## src/rtl/mst_pkg.sv

```systemverilog
// Shared types and constants for the multi-slot one-shot timer block.
package mst_pkg;

  // Slot set and field widths
  localparam int NUM_SLOTS = 16;
  localparam int SLOT_W    = 4;
  localparam int TIME_W    = 32;
  localparam int FUNC_W    = 2;

  // Command queue between front and back; depth is a power of two
  localparam int QUEUE_DEPTH = 2;
  localparam int QPTR_W      = $clog2(QUEUE_DEPTH);
  localparam int QCNT_W      = $clog2(QUEUE_DEPTH + 1);

  // Operation codes on the command channel
  localparam logic [FUNC_W-1:0] FUNC_START  = 2'd0;
  localparam logic [FUNC_W-1:0] FUNC_CANCEL = 2'd1;
  localparam logic [FUNC_W-1:0] FUNC_CHECK  = 2'd2;

  // Classified command kinds held in the queue
  typedef enum logic [1:0] {
    KIND_START  = 2'd0,
    KIND_CANCEL = 2'd1,
    KIND_CHECK  = 2'd2
  } kind_t;

  typedef struct packed {
    kind_t              kind;
    logic [SLOT_W-1:0]  slot;
    logic [TIME_W-1:0]  duration;
    logic [TIME_W-1:0]  now;
  } queue_entry_t;

endpackage

```

## src/rtl/mst_in_if.sv

```systemverilog
// Command channel: valid/ready handshake with timer command payload.
interface mst_in_if;
  import mst_pkg::*;

  logic              valid;
  logic              ready;
  logic [FUNC_W-1:0] func;
  logic [SLOT_W-1:0] slot_id;
  logic [TIME_W-1:0] duration;
  logic [TIME_W-1:0] now;

  modport source (output valid, func, slot_id, duration, now, input ready);
  modport sink   (input valid, func, slot_id, duration, now, output ready);
endinterface

```

## src/rtl/mst_out_if.sv

```systemverilog
// Expiry channel: valid/ready handshake carrying expired slot indices.
interface mst_out_if;
  import mst_pkg::*;

  logic              valid;
  logic              ready;
  logic [SLOT_W-1:0] expired_slot;
  logic              last;

  modport source (output valid, expired_slot, last, input ready);
  modport sink   (input valid, expired_slot, last, output ready);
endinterface

```

## src/rtl/mst_front.sv

```systemverilog
// Front end: accepts commands, drops no-op ones, and queues the rest.
module mst_front (
  input  logic                  clk,
  input  logic                  rst,
  mst_in_if.sink                cmd,
  output logic                  q_valid,
  output mst_pkg::queue_entry_t q_head,
  input  logic                  q_pop
);
  import mst_pkg::*;

  localparam logic [SLOT_W:0] SLOT_LIMIT = (SLOT_W + 1)'(NUM_SLOTS);

  queue_entry_t      entries [QUEUE_DEPTH];
  logic [QPTR_W-1:0] wr_ptr;
  logic [QPTR_W-1:0] rd_ptr;
  logic [QCNT_W-1:0] count;

  queue_entry_t new_entry;
  logic         keep;
  logic         slot_ok;
  logic         push;

  // Classify: unused selector and out-of-range slots are dropped here
  assign slot_ok = ({1'b0, cmd.slot_id} < SLOT_LIMIT);

  always_comb begin
    keep               = 1'b0;
    new_entry.kind     = KIND_CHECK;
    new_entry.slot     = cmd.slot_id;
    new_entry.duration = cmd.duration;
    new_entry.now      = cmd.now;
    case (cmd.func)
      FUNC_START: begin
        new_entry.kind = KIND_START;
        keep           = slot_ok;
      end
      FUNC_CANCEL: begin
        new_entry.kind = KIND_CANCEL;
        keep           = slot_ok;
      end
      FUNC_CHECK: begin
        new_entry.kind = KIND_CHECK;
        keep           = 1'b1;
      end
      default: keep = 1'b0;
    endcase
  end

  assign cmd.ready = (count != QCNT_W'(QUEUE_DEPTH));
  assign push      = cmd.valid && cmd.ready && keep;
  assign q_valid   = (count != '0);
  assign q_head    = entries[rd_ptr];

  // Queue pointers and fill count
  always_ff @(posedge clk) begin
    if (rst) begin
      wr_ptr <= '0;
      rd_ptr <= '0;
      count  <= '0;
    end else begin
      if (push) wr_ptr <= wr_ptr + QPTR_W'(1);
      if (q_pop) rd_ptr <= rd_ptr + QPTR_W'(1);
      count <= count + QCNT_W'(push) - QCNT_W'(q_pop);
    end
  end

  // Queue storage
  always_ff @(posedge clk) begin
    if (push) entries[wr_ptr] <= new_entry;
  end

endmodule

```

## src/rtl/mst_back.sv

```systemverilog
// Back end: executes queued commands and scans slots for expiry on a check.
module mst_back (
  input  logic                  clk,
  input  logic                  rst,
  input  logic                  q_valid,
  input  mst_pkg::queue_entry_t q_head,
  output logic                  q_pop,
  mst_out_if.source             expiry
);
  import mst_pkg::*;

  localparam logic [1:0] ST_EXEC  = 2'd0;
  localparam logic [1:0] ST_SCAN  = 2'd1;
  localparam logic [1:0] ST_FLUSH = 2'd2;

  localparam logic [SLOT_W-1:0] SCAN_LAST = SLOT_W'(NUM_SLOTS - 1);

  logic [1:0]        state;
  logic [1:0]        state_next;
  logic [SLOT_W-1:0] scan_idx;
  logic [SLOT_W-1:0] scan_idx_next;

  logic              armed [NUM_SLOTS];
  logic [TIME_W-1:0] start_time  [NUM_SLOTS];
  logic [TIME_W-1:0] expiry_span [NUM_SLOTS];

  // Hit held back until we know whether another one follows
  logic              pend_valid;
  logic              pend_valid_next;
  logic [SLOT_W-1:0] pend_slot;
  logic [SLOT_W-1:0] pend_slot_next;

  logic              out_valid;
  logic [SLOT_W-1:0] out_slot;
  logic              out_last;

  logic              out_free;
  logic [TIME_W-1:0] elapsed;
  logic              hit;
  logic              load_out;
  logic              load_last;
  logic              arm_set;
  logic              arm_clr;
  logic [SLOT_W-1:0] arm_idx;

  assign out_free = !out_valid || expiry.ready;
  assign elapsed  = q_head.now - start_time[scan_idx];
  assign hit      = armed[scan_idx] && (elapsed >= expiry_span[scan_idx]);

  // Command execution and scan control
  always_comb begin
    state_next      = state;
    scan_idx_next   = scan_idx;
    pend_valid_next = pend_valid;
    pend_slot_next  = pend_slot;
    q_pop           = 1'b0;
    load_out        = 1'b0;
    load_last       = 1'b0;
    arm_set         = 1'b0;
    arm_clr         = 1'b0;
    arm_idx         = q_head.slot;
    case (state)
      ST_EXEC: begin
        if (q_valid) begin
          case (q_head.kind)
            KIND_START: begin
              arm_set = 1'b1;
              q_pop   = 1'b1;
            end
            KIND_CANCEL: begin
              arm_clr = 1'b1;
              q_pop   = 1'b1;
            end
            KIND_CHECK: begin
              scan_idx_next = '0;
              state_next    = ST_SCAN;
            end
            default: q_pop = 1'b1;
          endcase
        end
      end
      ST_SCAN: begin
        // Stall only when a second hit must push the pending one out
        if (!(hit && pend_valid) || out_free) begin
          if (hit) begin
            arm_clr         = 1'b1;
            arm_idx         = scan_idx;
            load_out        = pend_valid;
            pend_valid_next = 1'b1;
            pend_slot_next  = scan_idx;
          end
          if (scan_idx == SCAN_LAST) begin
            state_next = ST_FLUSH;
          end else begin
            scan_idx_next = scan_idx + SLOT_W'(1);
          end
        end
      end
      ST_FLUSH: begin
        if (!pend_valid) begin
          q_pop      = q_valid;
          state_next = ST_EXEC;
        end else if (out_free) begin
          load_out        = 1'b1;
          load_last       = 1'b1;
          pend_valid_next = 1'b0;
          q_pop           = q_valid;
          state_next      = ST_EXEC;
        end
      end
      default: state_next = ST_EXEC;
    endcase
  end

  // Control registers and armed flags
  always_ff @(posedge clk) begin
    if (rst) begin
      state      <= ST_EXEC;
      scan_idx   <= '0;
      pend_valid <= 1'b0;
      out_valid  <= 1'b0;
      for (int i = 0; i < NUM_SLOTS; i++) armed[i] <= 1'b0;
    end else begin
      state      <= state_next;
      scan_idx   <= scan_idx_next;
      pend_valid <= pend_valid_next;
      if (load_out) begin
        out_valid <= 1'b1;
      end else if (expiry.ready) begin
        out_valid <= 1'b0;
      end
      if (arm_set) armed[arm_idx] <= 1'b1;
      if (arm_clr) armed[arm_idx] <= 1'b0;
    end
  end

  // Payload registers: timer values, pending hit, output data
  always_ff @(posedge clk) begin
    if (arm_set) begin
      start_time[arm_idx]  <= q_head.now;
      expiry_span[arm_idx] <= q_head.duration;
    end
    pend_slot <= pend_slot_next;
    if (load_out) begin
      out_slot <= pend_slot;
      out_last <= load_last;
    end
  end

  assign expiry.valid        = out_valid;
  assign expiry.expired_slot = out_slot;
  assign expiry.last         = out_last;

endmodule

```

## src/rtl/multi_slot_oneshot_timers.sv

```systemverilog
// Top level of the multi-slot one-shot timer block.
//
// Usage:
//   cmd carries one command per transaction: func selects start, cancel or
//   check; slot_id, duration and now qualify it. Unused selector values and
//   slot indices beyond the slot count are accepted and dropped.
//   expiry returns one transaction per expired slot of a check, in ascending
//   slot order; last is set on the final one of that check.
//   A two-entry command queue sits between the front end and the executing
//   back end, so commands keep being accepted while a check is in progress.
//   Start and cancel are executed straight from the queue head. A check is
//   dispatched, then scans the slots in ascending order (one armed-slot
//   compare per cycle while no hit waits on a stalled expiry), then flushes
//   the final hit; the first result appears at the second hit or at the flush.
//   If expiry is stalled, the scan holds at the next hit and the queue fills,
//   then cmd.ready drops; nothing is lost.
//   Reset clears all armed flags, the queue and the output register; start
//   times and durations are not cleared, as only armed slots read them.
module multi_slot_oneshot_timers (
  input  logic      clk,
  input  logic      rst,
  mst_in_if.sink    cmd,
  mst_out_if.source expiry
);
  import mst_pkg::*;

  logic         q_valid;
  logic         q_pop;
  queue_entry_t q_head;

  mst_front u_front (
    .clk     (clk),
    .rst     (rst),
    .cmd     (cmd),
    .q_valid (q_valid),
    .q_head  (q_head),
    .q_pop   (q_pop)
  );

  mst_back u_back (
    .clk     (clk),
    .rst     (rst),
    .q_valid (q_valid),
    .q_head  (q_head),
    .q_pop   (q_pop),
    .expiry  (expiry)
  );

`ifndef ASSERT_OFF
  // The back end never retires a command that is not there
  a_pop_needs_entry: assert property (@(posedge clk) disable iff (rst)
    q_pop |-> q_valid)
    else $error("queue popped while empty");

  // A full queue always presents a head to the back end
  a_full_has_head: assert property (@(posedge clk) disable iff (rst)
    !cmd.ready |-> q_valid)
    else $error("command channel stalled with empty queue");

  // Reset leaves no expiry transaction pending
  a_reset_clears_out: assert property (@(posedge clk)
    rst |=> !expiry.valid)
    else $error("expiry valid after reset");
`endif

endmodule
```

## src/flat_wrapper.sv

```systemverilog
// flat-port wrapper written by rule: the top's interface ports become plain ports
module multi_slot_oneshot_timers_flat import mst_pkg::*;
  (clk, rst, cmd_valid, cmd_func, cmd_slot_id, cmd_duration, cmd_now, cmd_ready, expiry_valid, expiry_expired_slot, expiry_last, expiry_ready);
  mst_in_if cmd_i ();
  mst_out_if expiry_i ();
  input  logic clk;
  input  logic rst;
  input wire logic [$bits(cmd_i.valid)-1:0] cmd_valid;
  input wire logic [$bits(cmd_i.func)-1:0] cmd_func;
  input wire logic [$bits(cmd_i.slot_id)-1:0] cmd_slot_id;
  input wire logic [$bits(cmd_i.duration)-1:0] cmd_duration;
  input wire logic [$bits(cmd_i.now)-1:0] cmd_now;
  output wire logic [$bits(cmd_i.ready)-1:0] cmd_ready;
  output wire logic [$bits(expiry_i.valid)-1:0] expiry_valid;
  output wire logic [$bits(expiry_i.expired_slot)-1:0] expiry_expired_slot;
  output wire logic [$bits(expiry_i.last)-1:0] expiry_last;
  input wire logic [$bits(expiry_i.ready)-1:0] expiry_ready;
  assign cmd_i.valid = cmd_valid;
  assign cmd_i.func = cmd_func;
  assign cmd_i.slot_id = cmd_slot_id;
  assign cmd_i.duration = cmd_duration;
  assign cmd_i.now = cmd_now;
  assign cmd_ready = cmd_i.ready;
  assign expiry_valid = expiry_i.valid;
  assign expiry_expired_slot = expiry_i.expired_slot;
  assign expiry_last = expiry_i.last;
  assign expiry_i.ready = expiry_ready;
  multi_slot_oneshot_timers u_core (.clk(clk), .rst(rst), .cmd(cmd_i), .expiry(expiry_i));
endmodule
```

## config.mk

```make
export PLATFORM = sky130hd
export DESIGN_NAME = multi_slot_oneshot_timers_flat
export DESIGN_NICKNAME = d
export VERILOG_FILES = /design/src/rtl/mst_pkg.sv /design/src/rtl/mst_in_if.sv /design/src/rtl/mst_out_if.sv /design/src/rtl/mst_front.sv /design/src/rtl/mst_back.sv /design/src/rtl/multi_slot_oneshot_timers.sv /design/src/flat_wrapper.sv
export SDC_FILE = /design/constraint.sdc
export NUM_CORES = 1
export LEC_CHECK = 0
export BUFFER_PORTS_ARGS = -buffer_cell sky130_fd_sc_hd__buf_2
export CAP_MARGIN = 10
export CORE_MARGIN = 4
export CORE_UTILIZATION = 30
export DETAILED_ROUTE_END_ITERATION = 16
export MAX_ROUTING_LAYER = met4
export PLACE_DENSITY = 0.43
export SLEW_MARGIN = 20
export SYNTH_ARGS = -nofsm -noshare
export SYNTH_HDL_FRONTEND = slang
export SYNTH_SLANG_ARGS = --single-unit
export TNS_END_PERCENT = 5
```

## constraint.sdc

```tcl
create_clock -name clk -period 21.7 [get_ports clk]
set_clock_uncertainty 0.2 [all_clocks]
set_input_delay 1.085 -clock clk [delete_from_list [all_inputs] [get_ports clk]]
set_output_delay 1.085 -clock clk [all_outputs]
set_load 0.005 [all_outputs]
```

==> results of run 1 <==
[state kept, by name, indices dropped and copies added, names as in the netlist, 2 cells and up, named ones only]
signal	flops
u_core.u_back.expiry.expired_slot	4
u_core.u_back.start_time	512
u_core.u_back.expiry_span	512
u_core.u_back.state	2
u_core.u_back.armed	16
u_core.u_back.scan_idx	4
u_core.u_back.pend_slot	4
u_core.u_front.entries	140
u_core.u_front.count	2
[worst paths after layout]
check                           slack, ns  cells past startpoint                                 start                                              to
worst max-delay path                11.15                     24                              register      u_core.u_back.expiry_span[12][1]$_DFFE_PP_
worst min register to register       0.28                      0  u_core.u_back.pend_slot[3]$_DFFE_PN_  u_core.u_back.expiry.expired_slot[3]$_DFFE_PP_
worst max register to register      11.15                     24                              register      u_core.u_back.expiry_span[12][1]$_DFFE_PP_
worst min-delay path                 0.28                      0  u_core.u_back.pend_slot[3]$_DFFE_PN_  u_core.u_back.expiry.expired_slot[3]$_DFFE_PP_
[cell type report]
cell class / count / area, sq um
inverter: 84 / 315
clock inverter: 56 / 607
timing repair buffer: 134 / 831
multi-input combinational: 840 / 11400
fill: 14595 / 103000
sequential: 1206 / 36100
tap: 2072 / 2590
clock buffer: 177 / 3740
antenna: 3 / 7.51
[cell usage in the layout, fill, tap and decap left out, types with 6 or more instances in the layout]
cell type	instances
clkbuf_16	144
mux2i_1	7
clkinv_8	6
clkbuf_1	32
nor2_1	45
mux4_2	324
a31oi_1	7
buf_4	52
nand3_1	15
bufinv_16	11
dfxtp_1	12
clkinv_2	12
ha_1	69
nor3_2	8
clkinv_1	23
a211oi_1	7
nor3_1	6
nand4_1	8
nand2_1	32
buf_2	80
a21oi_1	48
edfxtp_1	1189
o21bai_1	9
xnor2_1	21
o21ai_0	33
inv_1	84
a21o_1	22
nor2b_1	17
nor2_4	10
mux2_2	66
xor2_1	12
nand2b_1	7
[through the flow]
step                instance area [sq um]  utilization  worst slack, ns  cells
floorplan                           48000            -            10.27   2226
global placement                    51200        0.322            11.12   4336
detailed placement                  51200        0.322            11.03   4336
CTS                                 55500        0.350            10.97   4569
global route                        55500        0.350            10.42   4572
finish                              55500        0.350            11.15   4572
[layer usage]
metal / routed length (um) / part of all wire
met3: 4950 / 0.042
met4: 2600 / 0.022
met2: 57800 / 0.49
met1: 53600 / 0.45
met5: 0 / 0
[cells in the mapped netlist, types with 8 or more instances]
master,n,area share
edfxtp_1,1189,0.74
mux4_2,324,0.15
inv_1,84,0.0066
ha_1,69,0.018
mux2_2,66,0.015
clkbuf_1,63,0.0049
nor2_1,55,0.0043
a21oi_1,48,0.0050
o21ai_0,33,0.0034
nand2_1,32,0.0025
buf_1,28,0.0022
a21o_1,22,0.0034
xnor2_1,21,0.0038
dfxtp_1,17,0.0071
nor2b_1,17,0.0022
nand3_1,15,0.0016
nor3_1,14,0.0015
xor2_1,12,0.0022
mux2i_1,9,0.0019
o21bai_1,9,0.0014
nand4_1,8,0.0010
[where the power goes]
group          internal (mW)  leakage, nW  switching [mW]
sequential              2.81         10.9          0.0231
clock                   1.34         2.11           0.895
combinational          0.271         4.26           0.556
total                   4.42         17.3            1.47
[logic make-up after synthesis]
group                    synth area share
AO/OA/AOI/OAI                      0.0217
XOR/XNOR                          0.00602
adder cells (fa/ha/maj)            0.0184
buffers and inverters              0.0144
flip-flops                          0.751
multiplexers                        0.169
AND/OR/NAND/NOR                    0.0186
[worst max-delay path, delay by kind of cell (launching register included)]
family	cells	cell delay, ns
AO/OA/AOI/OAI	9	2.86
multiplexers	3	1.58
buffers and inverters	4	1.98
adder cells (fa/ha/maj)	2	0.63
AND/OR/NAND/NOR	6	1.81
flip-flops	1	0.90
==> metrics.cfg, run 1 <==
[run_status]
status = finished clean

[clock_network]
cts_repair_resize_count = 0
htree_num_levels = 4
numClockSinks = 1206
numCtsBuffers = 136
hold_buffers = 0
path_clk_slew_ns = 0.06
cts_root_buf = clkbuf_16
post-cts-setup-buffers = 0
clk_latency_ns = 0.75
cts.path.max_buffers = 3
cts_tree = built

[global_route]
grt_overflow = 0
busiest_layer = met2
met3_usage = 0.0265
grt_pass1_wl_mm = 173
use_met1 = 0.196
grt_max_degree = 111
track_usage = 0.147
antenna_found_initial = 5
grt_use_met2 = 0.233
grt_pass1_vias = 24010

[synthesis]
async_flop_share = 0
avgSynthCellArea_sq_um = 21.6
syn_inst = 2226
synth-edff-count = 1189
synthesis.nets = 2370
synth.yosys.seq_area_share = 0.751
ys_ff_latch = 1206
synth_area_sq_um = 48000
ys_types = 64
yosys_warnings = 0
ys.flop_type = edfxtp_1

[detailed_routing]
antenna_left = 0
wirelength_mm = 119
num_vias = 22433
initialDrtViolationCount = 1651
dr.pass1.iters = 5
drcViolationCount = 0
post_drt_wl_per_cell_um = 26.0
vias_per_cell = 4.91

[setup_path]
critPathSlowestCell = dfxtp_4
cp-end-kind = register
path_cells = buf_4, mux4_2, mux4_2, inv_1, ha_1, a211oi_1, o21ai_0, o2111ai_1, nand3_1, a31oi_1, o31ai_1, o41ai_1, o311ai_0, ha_1, nand4_1, nor2_1, nand2_1, a31o_2, a31oi_1, buf_4, and2_4, mux2_2, nor2_4, buf_4
cp.arrival_ns = 10.70
cp_common_cell = buf_4
cpPeakStageDelay_ns = 0.90
start_kind = register
required_ns = 21.85
path_max_fanout = 41
critPathKind = register to register

[floorplan]
core_area_sq_um = 159000
die_h_um = 408
num_rows = 146
die_w_um = 408
die-area_sq_um = 166000
pin_count = 81
start_util = 0.302

[timing]
drv_slew = 0
rsz0062_at_grt = no
worst_pin_slew_ns = 1.07
setup_viol = 0
setup_tns_ns = 0
fmax_mhz = 94.8
period_minus_slack_ns = 10.55
min_period_over_period = 0.486
whs_ns = 0.279
slew_headroom = 0.282
hold_viol = 0

[place]
dp_hpwl_mm = 68.2
io_buffers = 80
gp_congestion = 0.785

[power_and_ir_drop]
leakagePower_nw = 17.3
ir_drop_mv = 0.0730
power.total_mw = 5.89
cellPowerDensity_nw_per_um2 = 106

[final_layout]
nets = 2546
drive_gt1_frac = 0.295
syn_to_final_growth_pct = 15.7

[worst_hold_path]
min_path_type = register to register

[flow_run]
cap_violations = 0

Power figures use the tool's default switching activity.
==> inputs of run 2 (changes only) <==
PLACE_DENSITY = 0.45   (was 0.43)
clock period = 8.8 ns   (was 21.7 ns; I/O delays follow)
==> metrics.cfg, run 2 (same netlist as run 1, synthesis figures left out) <==
[run_status]
status = finished clean  ; unchanged

[setup_path]
ff2ff_path_depth = 25  ; was 24
regToRegSetupSlack_ns = 0.74  ; was 11.15 ns
cpPeakStageDelay_ns = 0.60  ; was 0.90 ns
critPathSlowestCell = dfxtp_4  ; unchanged
cp.arrival_ns = 8.23  ; was 10.70 ns
crit_family = compound AO/OA/AOI/OAI gates  ; unchanged
cp-end-kind = register  ; unchanged
critPathKind = register to register  ; unchanged
cp_num_buf_inv = 5  ; was 4
start_kind = register  ; unchanged
cp_common_cell = buf_12  ; was buf_4
r2r-end = u_core.u_back.start_time[13][13]$_DFFE_PP_  ; was u_core.u_back.expiry_span[12][1]$_DFFE_PP_
required_ns = 8.98  ; was 21.85 ns
path_max_fanout = 64  ; was 41

[timing]
period_minus_slack_ns = 8.06  ; was 10.55 ns
drv_slew = 0  ; unchanged
worst_pin_slew_ns = 0.996  ; was 1.07 ns
hold_viol = 0  ; unchanged
slew_headroom = 0.333  ; was 0.282
setup_viol = 0  ; unchanged
rsz0062_at_grt = no  ; unchanged
setup_tns_ns = 0  ; unchanged
min_period_over_period = 0.915  ; was 0.486
fmax_mhz = 124  ; was 94.8 MHz

[place]
dpl_cell_area_sq_um = 51700  ; was 51200 sq um
io_buffers = 80  ; unchanged
gp_congestion = 0.769  ; was 0.785
dp_hpwl_mm = 68.3  ; was 68.2 mm

[final_layout]
final_area_sq_um = 56700  ; was 55500 sq um
num-fill-cells = 14557  ; was 14595
nets = 2640  ; was 2546
regArea_sq_um = 36100  ; unchanged
final_cell_mix = edfxtp_1, mux4_2, clkbuf_16  ; unchanged
layout_commonest_cell = edfxtp_1  ; unchanged
multiInputGateArea_sq_um = 11400  ; about the same
syn_to_final_growth_pct = 18.2  ; was 15.7%
drive_gt1_frac = 0.296  ; was 0.295
reg.largest.list = u_core.u_back.expiry_span (512), u_core.u_back.start_time (512), u_core.u_front.entries (140)  ; unchanged

[detailed_routing]
num_vias = 22724  ; was 22433
post_drt_wl_per_cell_um = 24.9  ; was 26.0 um
drcViolationCount = 0  ; unchanged
vias_per_cell = 4.86  ; was 4.91
initialDrtViolationCount = 1807  ; was 1651
wirelength_mm = 117  ; was 119 mm
antenna_left = 0  ; unchanged
dr.pass1.iters = 7  ; was 5

[floorplan]
pin_count = 81  ; unchanged
num_rows = 146  ; unchanged
start_util = 0.302  ; unchanged
core_area_sq_um = 159000  ; unchanged
die_w_um = 408  ; unchanged
die_h_um = 408  ; unchanged
die-area_sq_um = 166000  ; unchanged

[clock_network]
htree_num_levels = 4  ; unchanged
clk_latency_ns = 0.76  ; was 0.75 ns
cts_tree = built  ; unchanged
numCtsBuffers = 136  ; unchanged
cts_root_buf = clkbuf_16  ; unchanged
numClockSinks = 1206  ; unchanged
path_clk_slew_ns = 0.05  ; was 0.06 ns
cts.path.max_buffers = 3  ; unchanged

[power_and_ir_drop]
ir_drop_mv = 0.183  ; was 0.0730 mV
cellPowerDensity_nw_per_um2 = 255  ; was 106 nW/um^2
p_int_mw = 10.8  ; was 4.42 mW
sequentialPowerShare = 0.483  ; was 0.480
combinationalPowerShare = 0.145  ; was 0.140
leakagePower_nw = 17.8  ; was 17.3 nW
power_switching_mw = 3.68  ; was 1.47 mW
switching_share = 0.254  ; was 0.250
clkPwrFrac = 0.372  ; was 0.379

[worst_hold_path]
min_from = cmd_valid  ; was u_core.u_back.pend_slot[3]$_DFFE_PN_
min_path_type = primary input to register  ; was register to register
hold-path-cell-count = 4  ; was 0
hold_path_end = u_core.u_front.wr_ptr$_SDFFE_PP0P_  ; was u_core.u_back.expiry.expired_slot[3]$_DFFE_PP_

[global_route]
grt_pass1_vias = 24630  ; was 24010
antenna_found_initial = 1  ; was 5
grt_max_degree = 65  ; was 111
grt_overflow = 0  ; unchanged
track_usage = 0.145  ; was 0.147
grt_pass1_wl_mm = 172  ; was 173 mm

[flow_run]
cap_violations = 0  ; unchanged

-- run 2: cell count changes in the layout (fill, tap and decap cells not counted), moves of 4 or more --
cell	change
clkbuf_16	-5
nor3_2	-8
buf_4	-8
clkbuf_1	+4
clkinv_1	-6
buf_12	+29
dlygate4sd3_1	+73
clkinv_2	+10
inv_6	+7
nor3_4	+8
-- run 2: worst reg2reg max path: cells and delay by family, from the launching register on --
family / cells / cell delay, ns
AND/OR/NAND/NOR: 5 / 0.94
adder cells (fa/ha/maj): 2 / 0.63
buffers and inverters: 5 / 1.51
multiplexers: 3 / 1.54
flip-flops: 1 / 0.60
AO/OA/AOI/OAI: 10 / 2.20
-- run 2: per-stage QoR --
| stage | std cells | hold WS [ns] | worst slack (ns) | power, mW | utilization |
|---|---|---|---|---|---|
| detailed placement | 4356 | 0.252 | 0.398 | 9.22 | 0.326 |
| global placement | 4356 | 0.277 | 0.356 | 9.16 | 0.326 |
| global route | 4673 | 0.0855 | 0.215 | 15.2 | 0.357 |
| finish | 4674 | 0.0511 | 0.744 | 14.5 | 0.357 |
| floorplan | 2226 | 0.200 | -0.757 | 8.43 | - |
| CTS | 4671 | 0.00212 | 0.356 | 14.7 | 0.357 |
-- run 2: repair_timing --
action / 4_1_cts / 5_1_grt
hold endpoints to repair: 154 / 0
resized for setup: 0 / 2
setup endpoints to repair: 0 / 109
buffers inserted: 0 / 1
hold buffers: 73 / 0
-- run 2: worst max path at each step --
| stage | slack [ns] | cells after the start | to | startpoint |
|---|---|---|---|---|
| 3_3_place_gp | 0.36 | 25 | u_core.u_back.expiry_span[1][23]$_DFFE_PP_ | register |
| 3_5_place_dp | 0.40 | 25 | u_core.u_back.expiry_span[1][18]$_DFFE_PP_ | register |
| 2_1_floorplan | -0.76 | 26 | u_core.u_back.expiry_span[14][0]$_DFFE_PP_ | register |
| 5_1_grt | 0.21 | 26 | u_core.u_back.expiry_span[13][2]$_DFFE_PP_ | register |
| 4_1_cts | 0.36 | 25 | u_core.u_back.expiry_span[1][20]$_DFFE_PP_ | register |
| 6_report | 0.74 | 25 | u_core.u_back.start_time[13][13]$_DFFE_PP_ | register |
-- run 2: layer usage --
| metal | share of wire | track usage | vias up | wire, um |
|---|---|---|---|---|
| li1 | - | - | 9849 | - |
| met1 | 0.45 | 0.191 | 12239 | 52500 |
| met2 | 0.49 | 0.231 | 484 | 56700 |
| met3 | 0.040 | 0.0265 | 152 | 4710 |
| met4 | 0.023 | 0.0416 | 0 | 2690 |
| met5 | 0 | - | - | 0 |
-- run 2: area by class of cell --
class / count / area share
tap: 2072 / 0.0457
antenna: 2 / 0.0000882
clock buffer: 177 / 0.0642
sequential: 1206 / 0.636
clock inverter: 65 / 0.0105
timing repair buffer: 228 / 0.0367
inverter: 84 / 0.00556
multi-input combinational: 840 / 0.201
-- run 2: power groups by stage --
stage / Sequential [mW] / Clock (mW) / Combinational [mW]
after global routing: 7.02 / 5.83 / 2.32
final: 7.00 / 5.40 / 2.10
after detailed placement: 7.13 / 0 / 2.10
after floorplan: 7.08 / 0 / 1.35
after CTS: 7.01 / 5.57 / 2.14
after global placement: 7.12 / 0 / 2.04
